**src/blsm_pkg.sv**
```systemverilog
`timescale 1ns / 1ps
// ----------------------------------------------------------------------------
// blsm_pkg
// Shared widths, constants, register indexes and interface structs for the
// battery level smoother.
// ----------------------------------------------------------------------------
package blsm_pkg;

  // Field widths
  localparam int RAW_W   = 12;
  localparam int FS_W    = 12;
  localparam int RATIO_W = 4;
  localparam int MV_W    = 15;
  localparam int PCT_W   = 7;

  // Configuration port
  localparam int CFG_IDX_W  = 2;
  localparam int CFG_DATA_W = 15;

  localparam logic [CFG_IDX_W-1:0] REG_ADC_FULL_SCALE = 2'd0;
  localparam logic [CFG_IDX_W-1:0] REG_DIVIDER_RATIO  = 2'd1;
  localparam logic [CFG_IDX_W-1:0] REG_EMPTY_MV       = 2'd2;
  localparam logic [CFG_IDX_W-1:0] REG_FULL_MV        = 2'd3;

  // Register reset values
  localparam logic [FS_W-1:0]    RST_ADC_FULL_SCALE = 12'd3300;
  localparam logic [RATIO_W-1:0] RST_DIVIDER_RATIO  = 4'd2;
  localparam logic [MV_W-1:0]    RST_EMPTY_MV       = 15'd3000;
  localparam logic [MV_W-1:0]    RST_FULL_MV        = 15'd4200;

  // Converter and voltage constants
  localparam logic [RAW_W-1:0] ADC_MAX_CODE = 12'd4095;
  localparam logic [MV_W-1:0]  MV_MAX       = 15'd32767;
  localparam logic [PCT_W-1:0] PCT_FULL     = 7'd100;

  // Averaging ring
  localparam int WINDOW = 4;
  localparam int PTR_W  = (WINDOW > 1) ? $clog2(WINDOW) : 1;
  localparam int CNT_W  = $clog2(WINDOW + 1);
  localparam int SUM_W  = MV_W + PTR_W;

  // Shared divider: quotient bits per operation and datapath width
  localparam int AVG_QBITS = MV_W;
  localparam int PCT_QBITS = PCT_W;
  localparam int LVL_NUM_W = MV_W + PCT_W;
  localparam int DIV_W     = (SUM_W > LVL_NUM_W) ? SUM_W : LVL_NUM_W;
  localparam int QUOT_W    = AVG_QBITS;
  localparam int DIV_CNT_W = $clog2(AVG_QBITS + 1);

  // Configuration registers as seen by the datapath
  typedef struct packed {
    logic [FS_W-1:0]    adc_full_scale_mv;
    logic [RATIO_W-1:0] divider_ratio;
    logic [MV_W-1:0]    empty_mv;
    logic [MV_W-1:0]    full_mv;
  } cfg_t;

  // Request class decided by the front
  typedef enum logic {
    KIND_GOOD = 1'b0,
    KIND_FAIL = 1'b1
  } item_kind_t;

  typedef struct packed {
    item_kind_t       kind;
    logic [RAW_W-1:0] raw;
  } entry_t;

  // Divider request and response
  typedef struct packed {
    logic                 start;
    logic [DIV_W-1:0]     num;
    logic [DIV_W-1:0]     den;
    logic [DIV_CNT_W-1:0] nbits;
  } div_req_t;

  typedef struct packed {
    logic              done;
    logic [QUOT_W-1:0] quot;
  } div_rsp_t;

endpackage

```
**src/blsm_front.sv**
```systemverilog
`timescale 1ns / 1ps
// ----------------------------------------------------------------------------
// blsm_front
// Holds the configuration registers, accepts input requests and tags each
// one as a good sample or a failed read before it enters the queue.
// ----------------------------------------------------------------------------
module blsm_front (
  input  logic                             clk,
  input  logic                             rst_n,
  input  logic                             in_valid,
  output logic                             in_ready,
  input  logic [blsm_pkg::RAW_W-1:0]       in_raw_sample,
  input  logic                             in_read_failed,
  input  logic                             cfg_valid,
  output logic                             cfg_ready,
  input  logic [blsm_pkg::CFG_IDX_W-1:0]   cfg_index,
  input  logic [blsm_pkg::CFG_DATA_W-1:0]  cfg_data,
  output blsm_pkg::cfg_t                   cfg,
  output logic                             push_valid,
  input  logic                             push_ready,
  output blsm_pkg::entry_t                 push_entry
);
  import blsm_pkg::*;

  cfg_t cfg_r;

  assign cfg_ready = 1'b1;
  assign cfg       = cfg_r;

  // Write configuration registers; unknown indexes are dropped
  always_ff @(posedge clk) begin
    if (!rst_n) begin
      cfg_r.adc_full_scale_mv <= RST_ADC_FULL_SCALE;
      cfg_r.divider_ratio     <= RST_DIVIDER_RATIO;
      cfg_r.empty_mv          <= RST_EMPTY_MV;
      cfg_r.full_mv           <= RST_FULL_MV;
    end else if (cfg_valid && cfg_ready) begin
      case (cfg_index)
        REG_ADC_FULL_SCALE: cfg_r.adc_full_scale_mv <= cfg_data[FS_W-1:0];
        REG_DIVIDER_RATIO:  cfg_r.divider_ratio     <= cfg_data[RATIO_W-1:0];
        REG_EMPTY_MV:       cfg_r.empty_mv          <= cfg_data[MV_W-1:0];
        REG_FULL_MV:        cfg_r.full_mv           <= cfg_data[MV_W-1:0];
        default: ;
      endcase
    end
  end

  // Classify the request and pass it to the queue
  always_comb begin
    push_entry.kind = in_read_failed ? KIND_FAIL : KIND_GOOD;
    push_entry.raw  = in_raw_sample;
  end

  assign push_valid = in_valid;
  assign in_ready   = push_ready;

endmodule

```
**src/blsm_queue.sv**
```systemverilog
`timescale 1ns / 1ps
// ----------------------------------------------------------------------------
// blsm_queue
// Two-entry queue between front and back so either side can stall alone.
// ----------------------------------------------------------------------------
module blsm_queue (
  input  logic              clk,
  input  logic              rst_n,
  input  logic              push_valid,
  output logic              push_ready,
  input  blsm_pkg::entry_t  push_entry,
  output logic              pop_valid,
  input  logic              pop_ready,
  output blsm_pkg::entry_t  pop_entry
);
  import blsm_pkg::*;

  entry_t     mem_r [2];
  logic       wr_ptr_r;
  logic       rd_ptr_r;
  logic [1:0] fill_r;
  logic       do_push;
  logic       do_pop;

  assign push_ready = (fill_r != 2'd2);
  assign pop_valid  = (fill_r != 2'd0);
  assign pop_entry  = mem_r[rd_ptr_r];
  assign do_push    = push_valid && push_ready;
  assign do_pop     = pop_valid && pop_ready;

  // Store entries
  always_ff @(posedge clk) begin
    if (do_push) begin
      mem_r[wr_ptr_r] <= push_entry;
    end
  end

  // Advance pointers and fill level
  always_ff @(posedge clk) begin
    if (!rst_n) begin
      wr_ptr_r <= 1'b0;
      rd_ptr_r <= 1'b0;
      fill_r   <= 2'd0;
    end else begin
      if (do_push) begin
        wr_ptr_r <= ~wr_ptr_r;
      end
      if (do_pop) begin
        rd_ptr_r <= ~rd_ptr_r;
      end
      if (do_push && !do_pop) begin
        fill_r <= fill_r + 2'd1;
      end else if (do_pop && !do_push) begin
        fill_r <= fill_r - 2'd1;
      end
    end
  end

endmodule

```
**src/blsm_div.sv**
```systemverilog
`timescale 1ns / 1ps
// ----------------------------------------------------------------------------
// blsm_div
// Bit-serial restoring divider, one quotient bit per cycle. The caller
// pre-shifts the divisor so the quotient fits in the requested bit count.
// ----------------------------------------------------------------------------
module blsm_div (
  input  logic                clk,
  input  logic                rst_n,
  input  blsm_pkg::div_req_t  req,
  output blsm_pkg::div_rsp_t  rsp
);
  import blsm_pkg::*;

  logic [DIV_W-1:0]     rem_r;
  logic [DIV_W-1:0]     den_r;
  logic [QUOT_W-1:0]    quot_r;
  logic [DIV_CNT_W-1:0] cnt_r;
  logic                 run_r;
  logic                 fits;

  assign fits     = (rem_r >= den_r);
  assign rsp.done = run_r && (cnt_r == '0);
  assign rsp.quot = quot_r;

  // Load on start, then resolve one quotient bit per cycle
  always_ff @(posedge clk) begin
    if (!rst_n) begin
      run_r <= 1'b0;
      cnt_r <= '0;
    end else if (req.start) begin
      run_r <= 1'b1;
      cnt_r <= req.nbits;
    end else if (run_r) begin
      if (cnt_r == '0) begin
        run_r <= 1'b0;
      end else begin
        cnt_r <= cnt_r - DIV_CNT_W'(1);
      end
    end
  end

  // Datapath
  always_ff @(posedge clk) begin
    if (req.start) begin
      rem_r  <= req.num;
      den_r  <= req.den;
      quot_r <= '0;
    end else if (run_r && (cnt_r != '0)) begin
      if (fits) begin
        rem_r <= rem_r - den_r;
      end
      den_r  <= den_r >> 1;
      quot_r <= {quot_r[QUOT_W-2:0], fits};
    end
  end

endmodule

```
**src/blsm_back.sv**
```systemverilog
`timescale 1ns / 1ps
// ----------------------------------------------------------------------------
// blsm_back
// Carries out one queued request: scale a good sample to millivolts, update the
// sample ring and running sum, average and map to a percentage on the shared
// divider, then hold the result (zeros for a failed read) in the output register.
// ----------------------------------------------------------------------------
module blsm_back (
  input  logic                         clk,
  input  logic                         rst_n,
  input  blsm_pkg::cfg_t               cfg,
  input  logic                         pop_valid,
  output logic                         pop_ready,
  input  blsm_pkg::entry_t             pop_entry,
  output logic                         out_valid,
  input  logic                         out_ready,
  output logic                         out_error,
  output logic [blsm_pkg::MV_W-1:0]    out_average_mv,
  output logic [blsm_pkg::PCT_W-1:0]   out_level_percent
);
  import blsm_pkg::*;

  typedef enum logic [2:0] {
    S_IDLE,
    S_SCALE,
    S_STORE,
    S_MEAN_GO,
    S_MEAN,
    S_LEVEL,
    S_LEVEL_RUN,
    S_DONE
  } state_t;

  localparam int PROD_W = RAW_W + FS_W;
  localparam int BATT_W = FS_W + RATIO_W;

  state_t             state_r;
  state_t             state_nxt;

  logic [PROD_W-1:0]  prod_r;
  logic [MV_W-1:0]    batt_r;
  logic [MV_W-1:0]    store_r [WINDOW];
  logic [PTR_W-1:0]   wp_r;
  logic               full_r;
  logic [SUM_W-1:0]   sum_r;
  logic [CNT_W-1:0]   count_r;
  logic               err_r;
  logic [MV_W-1:0]    avg_r;
  logic [PCT_W-1:0]   lvl_r;

  logic               out_valid_r;
  logic               out_error_r;
  logic [MV_W-1:0]    out_avg_r;
  logic [PCT_W-1:0]   out_lvl_r;

  logic [FS_W-1:0]    q_est;
  logic [FS_W:0]      r_est;
  logic [FS_W:0]      pin_mv;
  logic [BATT_W-1:0]  batt_full;
  logic [MV_W-1:0]    batt_sat;
  logic [MV_W-1:0]    old_mv;
  logic [SUM_W-1:0]   sum_nxt;
  logic               wrap;
  logic [CNT_W-1:0]   count_nxt;
  logic               below;
  logic               above;
  logic [MV_W-1:0]    span;
  logic [MV_W-1:0]    excess;
  logic               out_free;
  div_req_t           div_req;
  div_rsp_t           div_rsp;

  blsm_div u_div (
    .clk   (clk),
    .rst_n (rst_n),
    .req   (div_req),
    .rsp   (div_rsp)
  );

  assign out_free  = !out_valid_r || out_ready;
  assign pop_ready = (state_r == S_IDLE);

  // Divide product by 4095: estimate with a shift, correct by the residue
  always_comb begin
    q_est  = prod_r[PROD_W-1:RAW_W];
    r_est  = {1'b0, prod_r[RAW_W-1:0]} + {1'b0, q_est};
    pin_mv = {1'b0, q_est};
    if (r_est >= {ADC_MAX_CODE, 1'b0}) begin
      pin_mv = {1'b0, q_est} + (FS_W+1)'(2);
    end else if (r_est >= {1'b0, ADC_MAX_CODE}) begin
      pin_mv = {1'b0, q_est} + (FS_W+1)'(1);
    end
    batt_full = pin_mv[FS_W-1:0] * BATT_W'(cfg.divider_ratio);
    batt_sat  = (batt_full > BATT_W'(MV_MAX)) ? MV_MAX : batt_full[MV_W-1:0];
  end

  // Replace the oldest entry in the running sum and count stored samples
  always_comb begin
    old_mv    = store_r[wp_r];
    sum_nxt   = sum_r - SUM_W'(old_mv) + SUM_W'(batt_r);
    wrap      = (wp_r == PTR_W'(WINDOW - 1));
    count_nxt = (full_r || wrap) ? CNT_W'(WINDOW) : CNT_W'(wp_r) + CNT_W'(1);
  end

  // Level classification
  always_comb begin
    below  = (avg_r <= cfg.empty_mv);
    above  = (avg_r >= cfg.full_mv);
    span   = cfg.full_mv - cfg.empty_mv;
    excess = avg_r - cfg.empty_mv;
  end

  // Divider requests: mean first, then the interpolation
  always_comb begin
    div_req.start = 1'b0;
    div_req.num   = DIV_W'(sum_r);
    div_req.den   = DIV_W'(count_r) << (AVG_QBITS - 1);
    div_req.nbits = DIV_CNT_W'(AVG_QBITS);
    case (state_r)
      S_MEAN_GO: begin
        div_req.start = 1'b1;
      end
      S_LEVEL: begin
        div_req.start = !below && !above;
        div_req.num   = DIV_W'(excess) * DIV_W'(PCT_FULL);
        div_req.den   = DIV_W'(span) << (PCT_QBITS - 1);
        div_req.nbits = DIV_CNT_W'(PCT_QBITS);
      end
      default: ;
    endcase
  end

  // Sequence the steps
  always_comb begin
    state_nxt = state_r;
    case (state_r)
      S_IDLE: begin
        if (pop_valid) begin
          state_nxt = (pop_entry.kind == KIND_FAIL) ? S_DONE : S_SCALE;
        end
      end
      S_SCALE:   state_nxt = S_STORE;
      S_STORE:   state_nxt = S_MEAN_GO;
      S_MEAN_GO: state_nxt = S_MEAN;
      S_MEAN: begin
        if (div_rsp.done) begin
          state_nxt = S_LEVEL;
        end
      end
      S_LEVEL: begin
        state_nxt = (below || above) ? S_DONE : S_LEVEL_RUN;
      end
      S_LEVEL_RUN: begin
        if (div_rsp.done) begin
          state_nxt = S_DONE;
        end
      end
      S_DONE: begin
        if (out_free) begin
          state_nxt = S_IDLE;
        end
      end
      default: state_nxt = S_IDLE;
    endcase
  end

  // State, control and output register
  always_ff @(posedge clk) begin
    if (!rst_n) begin
      state_r     <= S_IDLE;
      wp_r        <= '0;
      full_r      <= 1'b0;
      sum_r       <= '0;
      out_valid_r <= 1'b0;
      for (int i = 0; i < WINDOW; i++) begin
        store_r[i] <= '0;
      end
    end else begin
      state_r <= state_nxt;
      // Drop the result once taken, unless a new one loads this cycle
      if (out_valid_r && out_ready && (state_r != S_DONE)) begin
        out_valid_r <= 1'b0;
      end
      case (state_r)
        S_IDLE: begin
          if (pop_valid) begin
            prod_r <= pop_entry.raw * PROD_W'(cfg.adc_full_scale_mv);
            err_r  <= (pop_entry.kind == KIND_FAIL);
            avg_r  <= '0;
            lvl_r  <= '0;
          end
        end
        S_SCALE: begin
          batt_r <= batt_sat;
        end
        S_STORE: begin
          store_r[wp_r] <= batt_r;
          sum_r         <= sum_nxt;
          count_r       <= count_nxt;
          wp_r          <= wrap ? '0 : wp_r + PTR_W'(1);
          if (wrap) begin
            full_r <= 1'b1;
          end
        end
        S_MEAN: begin
          if (div_rsp.done) begin
            avg_r <= div_rsp.quot[MV_W-1:0];
          end
        end
        S_LEVEL: begin
          if (below) begin
            lvl_r <= '0;
          end else if (above) begin
            lvl_r <= PCT_FULL;
          end
        end
        S_LEVEL_RUN: begin
          if (div_rsp.done) begin
            lvl_r <= div_rsp.quot[PCT_W-1:0];
          end
        end
        S_DONE: begin
          if (out_free) begin
            out_valid_r <= 1'b1;
            out_error_r <= err_r;
            out_avg_r   <= avg_r;
            out_lvl_r   <= lvl_r;
          end
        end
        default: ;
      endcase
    end
  end

  assign out_valid         = out_valid_r;
  assign out_error         = out_error_r;
  assign out_average_mv    = out_avg_r;
  assign out_level_percent = out_lvl_r;

endmodule

```
**src/battery_level_smoother_core.sv**
```systemverilog
`timescale 1ns / 1ps
// Flow: one request is worked at a time; a failed read goes straight to the result,
//   and a level that clamps skips the level division.
// The shared bit-serial divider resolves 15 quotient bits for the mean and 7 for
//   the level; two more requests wait in the queue.
// Reset: synchronous, active low; clears sample ring, pointer, running sum, queue and
//   output valid, and loads the register defaults.
// ----------------------------------------------------------------------------
// battery_level_smoother_core
// Converter samples to averaged battery millivolts and charge percentage.
// ----------------------------------------------------------------------------
module battery_level_smoother_core (
  input  logic                             clk,
  input  logic                             rst_n,
  input  logic                             in_valid,
  output logic                             in_ready,
  input  logic [blsm_pkg::RAW_W-1:0]       in_raw_sample,
  input  logic                             in_read_failed,
  output logic                             out_valid,
  input  logic                             out_ready,
  output logic                             out_error,
  output logic [blsm_pkg::MV_W-1:0]        out_average_mv,
  output logic [blsm_pkg::PCT_W-1:0]       out_level_percent,
  input  logic                             cfg_valid,
  output logic                             cfg_ready,
  input  logic [blsm_pkg::CFG_IDX_W-1:0]   cfg_index,
  input  logic [blsm_pkg::CFG_DATA_W-1:0]  cfg_data
);
  import blsm_pkg::*;

  cfg_t   cfg;
  logic   push_valid;
  logic   push_ready;
  entry_t push_entry;
  logic   pop_valid;
  logic   pop_ready;
  entry_t pop_entry;

  blsm_front u_front (
    .clk            (clk),
    .rst_n          (rst_n),
    .in_valid       (in_valid),
    .in_ready       (in_ready),
    .in_raw_sample  (in_raw_sample),
    .in_read_failed (in_read_failed),
    .cfg_valid      (cfg_valid),
    .cfg_ready      (cfg_ready),
    .cfg_index      (cfg_index),
    .cfg_data       (cfg_data),
    .cfg            (cfg),
    .push_valid     (push_valid),
    .push_ready     (push_ready),
    .push_entry     (push_entry)
  );

  blsm_queue u_queue (
    .clk        (clk),
    .rst_n      (rst_n),
    .push_valid (push_valid),
    .push_ready (push_ready),
    .push_entry (push_entry),
    .pop_valid  (pop_valid),
    .pop_ready  (pop_ready),
    .pop_entry  (pop_entry)
  );

  blsm_back u_back (
    .clk               (clk),
    .rst_n             (rst_n),
    .cfg               (cfg),
    .pop_valid         (pop_valid),
    .pop_ready         (pop_ready),
    .pop_entry         (pop_entry),
    .out_valid         (out_valid),
    .out_ready         (out_ready),
    .out_error         (out_error),
    .out_average_mv    (out_average_mv),
    .out_level_percent (out_level_percent)
  );

endmodule

```
**config.mk**
```make
export PLATFORM = sky130hd
export DESIGN_NAME = battery_level_smoother_core
export DESIGN_NICKNAME = d
export VERILOG_FILES = /design/src/blsm_pkg.sv /design/src/blsm_front.sv /design/src/blsm_queue.sv /design/src/blsm_div.sv /design/src/blsm_back.sv /design/src/battery_level_smoother_core.sv
export SDC_FILE = /design/constraint.sdc
export NUM_CORES = 1
export LEC_CHECK = 0
export BUFFER_PORTS_ARGS = -buffer_cell sky130_fd_sc_hd__buf_2
export CORE_MARGIN = 2
export CORE_UTILIZATION = 53
export CTS_CLUSTER_SIZE = 40
export DETAILED_ROUTE_END_ITERATION = 16
export PLACE_DENSITY = 0.77
export SETUP_SLACK_MARGIN = 0.5
export SLEW_MARGIN = 25
export SYNTH_ARGS = -nofsm -noshare
export SYNTH_HDL_FRONTEND = slang
export SYNTH_SLANG_ARGS = --single-unit
```
**constraint.sdc**
```tcl
create_clock -name clk -period 8.18 [get_ports clk]
set_input_delay 0.818 -clock clk [delete_from_list [all_inputs] [get_ports clk]]
set_output_delay 0.818 -clock clk [all_outputs]
set_load 0.01 [all_outputs]
```
==> results of run 1 <==
==> cell type report <==
cell class                 instances  area share [%]
antenna                            1         0.00955
clock buffer                      47            3.51
tap                              600            2.87
inverter                         340            4.87
sequential                       314            32.3
clock inverter                    11           0.277
multi-input combinational       1743            54.5
timing repair buffer              77            1.64
==> layer usage <==
layer / track usage, % / wire [um] / up-vias / share of wire, %
met5: 0 / 19 / - / 0.033
met2: 40.6 / 27300 / 548 / 48
met1: 31.8 / 23800 / 8746 / 42
met3: 2.88 / 3460 / 134 / 6.1
li1: - / - / 8488 / -
met4: 9.23 / 2230 / 4 / 3.9
==> cells in the mapped netlist (5+ instances only) <==
cell      count
inv_1       340
o21a_1       21
nor2_1      100
nor3b_1       9
mux2i_1      10
nor3_1       25
mux4_2       15
o211ai_1     17
fa_1        149
a211oi_1     10
nand4_1      12
o41ai_1       5
nand3_1      48
nor4_1       20
and2_1      117
clkbuf_1     81
nor2b_1      50
xnor2_1      56
a21oi_1      98
buf_1         5
o31ai_1       9
xor2_1       54
or2_2        13
nand2_1     305
a211o_1       7
ha_1        230
o21bai_1      7
dfxtp_1      97
o221ai_1     16
o21ai_0      67
nand2b_1     37
a21o_1       50
a21boi_0     37
nand3b_1      5
edfxtp_1    217
a31oi_1      14
o31a_1        6
and3_1       34
mux2_2       12
or3_1         9
==> kinds of logic after synthesis <==
group | synth area share (%)
adder cells (fa/ha/maj) | 24.1
XOR/XNOR | 3.96
AO/OA/AOI/OAI | 11.6
buffers and inverters | 6.75
AND/OR/NAND/NOR | 16.4
multiplexers | 2.36
other | 0.0154
flip-flops | 34.8
==> registers in the layout, indices dropped and copies added (netlist names), 3 cells and up, named ones only <==
signal / cells
u_queue.mem_r: 26
u_back.out_level_percent: 7
u_back.count_r: 3
u_front.cfg: 46
u_back.lvl_r: 7
u_back.u_div.rem_r: 22
u_back.u_div.quot_r: 15
u_back.avg_r: 15
u_back.sum_r: 17
u_back.u_div.cnt_r: 4
u_back.store_r: 60
u_back.batt_r: 15
u_back.state_r: 3
u_back.u_div.den_r: 21
u_back.prod_r: 24
u_back.out_average_mv: 15
==> through the flow <==
| stage | std cells | util (%) | hold slack [ps] |
|---|---|---|---|
| 3_3_place_gp | 3073 | 55.6 | 404 |
| 2_1_floorplan | 2489 | - | 400 |
| 5_1_grt | 3133 | 57.8 | 405 |
| 4_1_cts | 3131 | 57.8 | 398 |
| 3_5_place_dp | 3073 | 55.6 | 412 |
| 6_report | 3133 | 57.8 | 422 |
==> repair_timing <==
item | in CTS | in global routing
hold endpoints to repair | 0 | 0
gates resized for setup | 0 | 1
hold buffers | 0 | 0
setup endpoints to repair | 0 | 15
==> worst max-delay path, stage by stage (launching register included) <==
cell       delay (ps)
edfxtp_1          480
ha_1              240
inv_1              60
fa_1              370
and2b_1           270
o2111ai_1         170
and3_1            210
or3_4             350
a2111oi_4         620
mux2i_1           330
xor2_1            290
nand2_1           130
fa_1              520
fa_1              550
inv_1              70
ha_1              290
a21o_1            170
a21o_1            190
a21oi_1           180
o21ai_0           180
a211o_1           310
a31oi_1           160
o21bai_1          110
xor2_2            230
or2_2             340
==> worst max path at each step <==
stage / from / to / slack [ps] / cells after the start
2_1_floorplan: u_back.prod_r[12] / u_back.batt_r[3] / 1670 / 25
6_report: u_back.prod_r[12] / u_back.batt_r[13] / 1120 / 24
3_5_place_dp: u_back.prod_r[12] / u_back.batt_r[2] / 980 / 24
3_3_place_gp: u_back.prod_r[12] / u_back.batt_r[13] / 1110 / 24
5_1_grt: u_back.prod_r[12] / u_back.batt_r[13] / 650 / 24
4_1_cts: u_back.prod_r[12] / u_back.batt_r[13] / 960 / 24
==> reports/summary.txt, run 1 <==
hold path depth - 1
Nets - 2,921
Worst-Margin Slew - 1000 ps
pre-CTS setup slack - 984 ps
RSZ-0062 raised after global routing - no
Syn Nets - 2,903
Clock Sinks - 314
DP HPWL - 43,100 um
top cells by area, synth - edfxtp_1, fa_1, ha_1
WP data required - 8510 ps
Post-CTS Setup Inserts - 0
routed vias/inst - 5.72
total CTS buffers - 31
worst reg2reg path depth - 24
# fillers - 3,802
Fmax - 0.142 GHz
min cycle time layout - 7060 ps
final hold violations - 0
max-slew violations - 0
commonest non-fill, non-tap cells in the layout - inv_1, nand2_1, ha_1
Arr. time, crit path - 7400 ps
Post-DP Area - 25,200 sq um
area of the multi-input gates - 14,300 sq um
maximum clock insertion buffer count - 3
synth-to-layout area growth - 7.74%
Synth top area share - 26.8%
Syn Inst Count - 2,489
Critical Path Fanout Max - 15
worst min path class - primary input to flop
Die H - 218 um
critical path type - flop to flop
register area share after synthesis - 34.8%
final WL - 56,800 um
root buf cell - clkbuf_16
Hold EP - u_queue.mem_r[0][9]
hold wc startpoint - in_raw_sample[9]
cell accounting for the most synthesized area - edfxtp_1
syn_area_per_cell - 9.77 sq um
Fin Setup TNS - 0 ps
synthesized area - 24,300 sq um
global placement routability congestion - 0.926
total congestion overflow - 0
crit start category - flop
DRT iter0 DRCs - 1,523
Max H-tree Level - 1
antenna-violating nets left - 0
Initial Util - 53.7%
final instance area - 26,200 sq um
Register-to-Register Setup Slack - 1120 ps
CTS tree - built
fraction of registers with async set/reset - 0%
Post-synth EDFFs - 217
gr usage total - 24.1%
number of port buffers - 59
Core Box Area - 45,300 sq um
Pre-Repair DR Iteration Count - 6
mean routed wirelength per cell - 18.1 um
fin crit share - 86.3%
Worst-Skew Late Latency - 590 ps
Seq cells post-synth - 314
reg2reg start - u_back.prod_r[12]
cell row count - 78
Storage cell area - 8460 sq um
initial antenna violation count - 4
Netlist cell types - 84
share of post-route cells with drive strength above 1 - 7.62%
DR vias - 17,920
final setup fails - 0
final worst slack - 1120 ps
global-route wire length before repair - 91,300 um
normalized max-slew margin - 33.1%
skew final - 12.2 ps
crit end category - flop
largest net degree at the start of global routing - 51
ys flop type - edfxtp_1
status - finished clean
vias in the first global route - 18,022
reg2reg end - u_back.batt_r[13]
most common cell after layout, fill and taps aside - inv_1
IO Count - 61
synth warn - 0
Max Cap Violations - 0
clk slew on worst S/H paths - 70 ps
die area - 47,600 sq um
Die X - 218 um
DRC errors left - 0
Power of run 1 is not shown: default switching activity piles up to over one toggle a cycle in this logic, so the estimate is an artifact.
==> run 2: changes to the inputs <==
--- a/config.mk
+++ b/config.mk
@@ -10,7 +10,7 @@
 export CORE_UTILIZATION = 53
 export CTS_CLUSTER_SIZE = 40
 export DETAILED_ROUTE_END_ITERATION = 16
-export PLACE_DENSITY = 0.77
+export PLACE_DENSITY = 0.8
 export SETUP_SLACK_MARGIN = 0.5
 export SLEW_MARGIN = 25
 export SYNTH_ARGS = -nofsm -noshare
==> constraint.sdc (replaced) <==
create_clock -name clk -period 6.3 [get_ports clk]
set_input_delay 0.63 -clock clk [delete_from_list [all_inputs] [get_ports clk]]
set_output_delay 0.63 -clock clk [all_outputs]
set_load 0.01 [all_outputs]
==> run 2 against run 1 <==
  * Sequential share of layout area down 1.6 points
  * Fmax up 13%
  * Cell count up 3.2%
  * Utilization up 3.1 points
  * Global-route usage up 1.1 points
  * Critical path type unchanged
  * Critical endpoint is now u_back.batt_r[0]
==> reports/summary.txt, run 2 (synthesis gave the netlist of run 1 again) <==
Final Util - 61.0% (+3.1 points)
Critical Path Fanout Max - 8 (-7)
CTS tree - built
global-route wire length before repair - 95,600 um (+4.7%)
final hold violations - 0 (unchanged)
number of port buffers - 59 (unchanged)
Fmax - 0.160 GHz (+13%)
Max H-tree Level - 2 (+1)
RSZ-0062 raised after global routing - yes
GRT busiest layer - met2
max-slew violations - 0 (unchanged)
total congestion overflow - 0 (unchanged)
largest register by flop count - u_back.store_r
critical path type - flop to flop
Crit path largest cell delay - 490 ps (-130 ps)
final WL - 60,200 um (+5.9%)
DP HPWL - 44,300 um (+2.7%)
synth-to-layout area growth - 13.6%
vias in the first global route - 18,935 (+5.1%)
mean routed wirelength per cell - 18.6 um (+2.6%)
antenna-violating nets left - 0 (unchanged)
WP data required - 6610 ps (-1900 ps)
# fillers - 3,528 (-7.2%)
Max Cap Violations - 0 (unchanged)
status - finished clean
Nets - 3,020 (+3.4%)
cell row count - 78 (unchanged)
normalized max-slew margin - 31.1% (-2.0 points)
worst min path class - primary input to flop
routed vias/inst - 5.79 (+1.2%)
M3 GR Usage - 3.94% (+1.1 points)
initial antenna violation count - 4 (unchanged)
IO Count - 61 (unchanged)
slowest cell on the critical path - fa_1
final setup fails - 0 (unchanged)
most common cell after layout, fill and taps aside - inv_1
crit end category - flop
Worst-Margin Slew - 1030 ps (+28.8 ps)
skew final - 39.6 ps (+27.4 ps)
min cycle time layout - 6240 ps (-819 ps)
largest net degree at the start of global routing - 57 (+12%)
Worst-Skew Late Latency - 560 ps (-30 ps)
M1 GR Usage - 31.6% (-0.18 points)
global placement routability congestion - 0.929 (+0.36%)
routing usage on met2 - 43.6% (+2.9 points)
Clock Sinks - 314 (unchanged)
share of post-route cells with drive strength above 1 - 13.7% (+6.1 points)
max reg flops - 60 (unchanged)
Pre-Repair DR Iteration Count - 7 (+1)
crit start category - flop
Core Box Area - 45,300 sq um (unchanged)
commonest non-fill, non-tap cells in the layout - inv_1, nand2_1, ha_1
Initial Util - 53.7% (unchanged)
maximum clock insertion buffer count - 3 (unchanged)
Die H - 218 um (unchanged)
die area - 47,600 sq um (unchanged)
root buf cell - clkbuf_16
gr usage total - 25.1% (+1.1 points)
total CTS buffers - 34 (+9.7%)
Arr. time, crit path - 6560 ps (-840 ps)
DR vias - 18,701 (+4.4%)
Die X - 218 um (unchanged)
fin crit share - 99.1% (+13 points)
DRT iter0 DRCs - 1,687 (+11%)
clk slew on worst S/H paths - 60 ps (about the same)
DRC errors left - 0 (unchanged)
Post-CTS Hold Buffers - 0 (unchanged)
==> run 2: final cells by class <==
| cell class | count | area (sq um) | share of cell area (%) |
|---|---|---|---|
| Multi-Input combinational cell | 1744 | 14800 | 53.6 |
| Tap cell | 600 | 751 | 2.72 |
| Clock inverter | 13 | 169 | 0.612 |
| Inverter | 340 | 1280 | 4.62 |
| Timing Repair Buffer | 172 | 1190 | 4.32 |
| Antenna cell | 1 | 2.50 | 0.00906 |
| Clock buffer | 48 | 963 | 3.49 |
| Sequential cell | 314 | 8460 | 30.6 |
==> run 2: worst max-delay path, delay by kind of cell (launching register included) <==
family	cells	cell delay, ps
compound gates	10	1830
simple gates	5	1160
flops	1	350
fa+ha+maj	5	1720
xor+xnor	1	210
mux	1	280
buf+inv	5	490
==> run 2: through the flow <==
stage | std cells | instance area (sq um) | TNS, ps | setup slack (ps) | hold WS (ps)
after detailed placement | 3137 | 25700 | -3800 | -336 | 405
after global placement | 3137 | 25700 | -744 | -134 | 403
final | 3232 | 27600 | 0 | 55.5 | 285
after global routing | 3232 | 27600 | -2550 | -207 | 272
after CTS | 3212 | 27200 | 0 | 59.6 | 269
after floorplan | 2489 | 24400 | 0 | 72.4 | 400
==> run 2: what timing repair did <==
item | CTS | global route
resized for setup | 38 | 44
pin swaps | 27 | 29
endpoints found under the setup margin | 22 | 24
buffers inserted | 13 | 18
gates cloned | 1 | 1
==> run 2: worst paths after layout <==
path,start,slack (ps),cells past startpoint,end
worst min register to register,u_back.lvl_r[1],420,0,u_back.out_level_percent[1]
worst min-delay path,in_raw_sample[3],290,1,u_queue.mem_r[1][3]
worst max register to register,u_back.prod_r[12],60,27,u_back.batt_r[0]
worst max-delay path,u_back.prod_r[12],60,27,u_back.batt_r[0]
==> run 2: metal layers <==
| metal | part of all wire (%) | up-vias |
|---|---|---|
| li1 | - | 8697 |
| met1 | 39 | 9138 |
| met2 | 50 | 677 |
| met3 | 6.9 | 183 |
| met4 | 4.2 | 6 |
| met5 | 0.066 | - |
Power of run 2 is left out for the same reason.
==> run 3: changes to the inputs <==
--- a/config.mk
+++ b/config.mk
@@ -6,11 +6,13 @@
 export NUM_CORES = 1
 export LEC_CHECK = 0
 export BUFFER_PORTS_ARGS = -buffer_cell sky130_fd_sc_hd__buf_2
+export CORE_ASPECT_RATIO = 0.6
 export CORE_MARGIN = 2
 export CORE_UTILIZATION = 53
 export CTS_CLUSTER_SIZE = 40
 export DETAILED_ROUTE_END_ITERATION = 16
 export PLACE_DENSITY = 0.8
+export RECOVER_POWER = 100
 export SETUP_SLACK_MARGIN = 0.5
 export SLEW_MARGIN = 25
 export SYNTH_ARGS = -nofsm -noshare
==> run 3 against run 2 <==
  * The run now ends with max-capacitance violations, max-slew violations, negative setup slack left
  * Cell count decreased by 0.53%
  * Fmax decreased by 3.0%
  * Via count increased by 1.0%
  * Critical endpoint unchanged
  * Largest cell class unchanged
==> reports/summary.txt, run 3 (synthesis gave the netlist of run 1 again) <==
status - finished, violations left
failing checks - max-capacitance violations, max-slew violations, negative setup slack
final WL - 64,100 um (+6.5%)
Core Box Area - 45,000 sq um (-0.53%)
Fmax - 0.155 GHz (-3.0%)
Crit path largest cell delay - 540 ps (+50 ps)
global placement routability congestion - 0.914 (-1.7%)
Finished Layout Cells - 3,215 (-0.53%)
largest register by flop count - u_back.store_r
final hold violations - 0 (unchanged)
gr usage total - 26.9% (+1.8 points)
most frequent CP cell - a21o_1
Worst-Margin Slew - 2880 ps (+1850 ps)
synth-to-layout area growth - 13.5% (about the same)
global-route wire length before repair - 101,000 um (+5.4%)
commonest non-fill, non-tap cells in the layout - inv_1, nand2_1, edfxtp_1
crit start category - flop
initial antenna violation count - 0 (-4)
final worst slack - -135 ps (-191 ps)
skew final - 21.3 ps (-18.3 ps)
delay-heaviest family, CP - compound AO/OA/AOI/OAI gates
WP data required - 6620 ps (about the same)
vias in the first global route - 18,691 (-1.3%)
Arr. time, crit path - 6760 ps (+200 ps)
Nets - 3,017 (-0.099%)
buffers and inverters on the worst path - 5 (unchanged)
total congestion overflow - 0 (unchanged)
root buf cell - clkbuf_16
final setup fails - 17 (+17)
RSZ-0062 raised after global routing - yes
IO Count - 61 (unchanged)
critical path type - flop to flop
Fin Hold WS - 237 ps (-47.9 ps)
Initial Util - 54.0% (+0.29 points)
Final Util - 61.3% (+0.28 points)
Critical Path Fanout Max - 7 (-1)
DR vias - 18,891 (+1.0%)
Cells after DPL - 3,120 (-0.54%)
antenna-violating nets left - 0 (unchanged)
DRC errors left - 0 (unchanged)
max reg flops - 60 (unchanged)
crit end category - flop
maximum clock insertion buffer count - 3 (unchanged)
fin crit share - 102% (+3.0 points)
total CTS buffers - 30 (-12%)
Die H - 170 um (-22%)
DP HPWL - 47,800 um (+8.0%)
CTS tree - built
Antenna Cells - 0 (-1)
max-slew violations - 154 (+154)
Max H-tree Level - 1 (-1)
worst min path class - primary input to flop
number of port buffers - 59 (unchanged)
Clock Sinks - 314 (unchanged)
slowest cell on the critical path - fa_1
DRT iter0 DRCs - 1,948 (+15%)
clk slew on worst S/H paths - 70 ps (about the same)
normalized max-slew margin - -93.5% (-120 points)
cell row count - 60 (-23%)
routed vias/inst - 5.88 (+1.6%)
largest net degree at the start of global routing - 67 (+18%)
mean routed wirelength per cell - 19.9 um (+7.0%)
Max Cap Violations - 6 (+6)
die area - 47,700 sq um (+0.12%)
Worst-Skew Late Latency - 580 ps (+20 ps)
most common cell after layout, fill and taps aside - inv_1
min cycle time layout - 6440 ps (+191 ps)
Die X - 280 um (+29%)
Pre-Repair DR Iteration Count - 5 (-2)
share of post-route cells with drive strength above 1 - 13.1% (-0.55 points)
Fin Setup TNS - -1420 ps (-1420 ps)
-- run 3: metal layers --
| metal | track usage [%] | routed length [um] |
|---|---|---|
| met5 | 0 | 0 |
| met4 | 6.09 | 1590 |
| met3 | 6.60 | 6640 |
| met2 | 40.8 | 27700 |
| met1 | 39.0 | 28200 |
-- run 3: layout make-up --
class | count | area, sq um
Clock inverter | 16 | 121
Fill cell | 3545 | 17500
Timing Repair Buffer | 173 | 1130
Tap cell | 589 | 737
Inverter | 340 | 1280
Sequential cell | 314 | 8460
Multi-Input combinational cell | 1744 | 15000
Clock buffer | 39 | 848
-- run 3: path summary, 6_finish.rpt --
check,start,end,slack (ps),depth (start not counted)
hold reg to reg,u_back.lvl_r[5],u_back.out_level_percent[5],420,0
hold / removal,in_raw_sample[7],u_queue.mem_r[1][7],240,1
setup / recovery,u_back.prod_r[12],u_back.batt_r[0],-140,27
setup reg to reg,u_back.prod_r[12],u_back.batt_r[0],-140,27
-- run 3: timing repair --
action | CTS | global route
cloned | 2 | 0
setup endpoints to repair | 25 | 24
setup buffers | 17 | 21
resized for setup | 76 | 80
endpoints found under the hold margin | 0 | 0
pin swaps | 58 | 68
hold buffers | 0 | 0
-- run 3: per-stage QoR --
step           cell area [sq um]  worst slack, ps
3_3_place_gp               25700             -223
3_5_place_dp               25700             -517
6_report                   27600             -135
5_1_grt                    27600             -347
2_1_floorplan              24400             72.4
4_1_cts                    27300            -2.18
Power of run 3 is left out for the same reason.
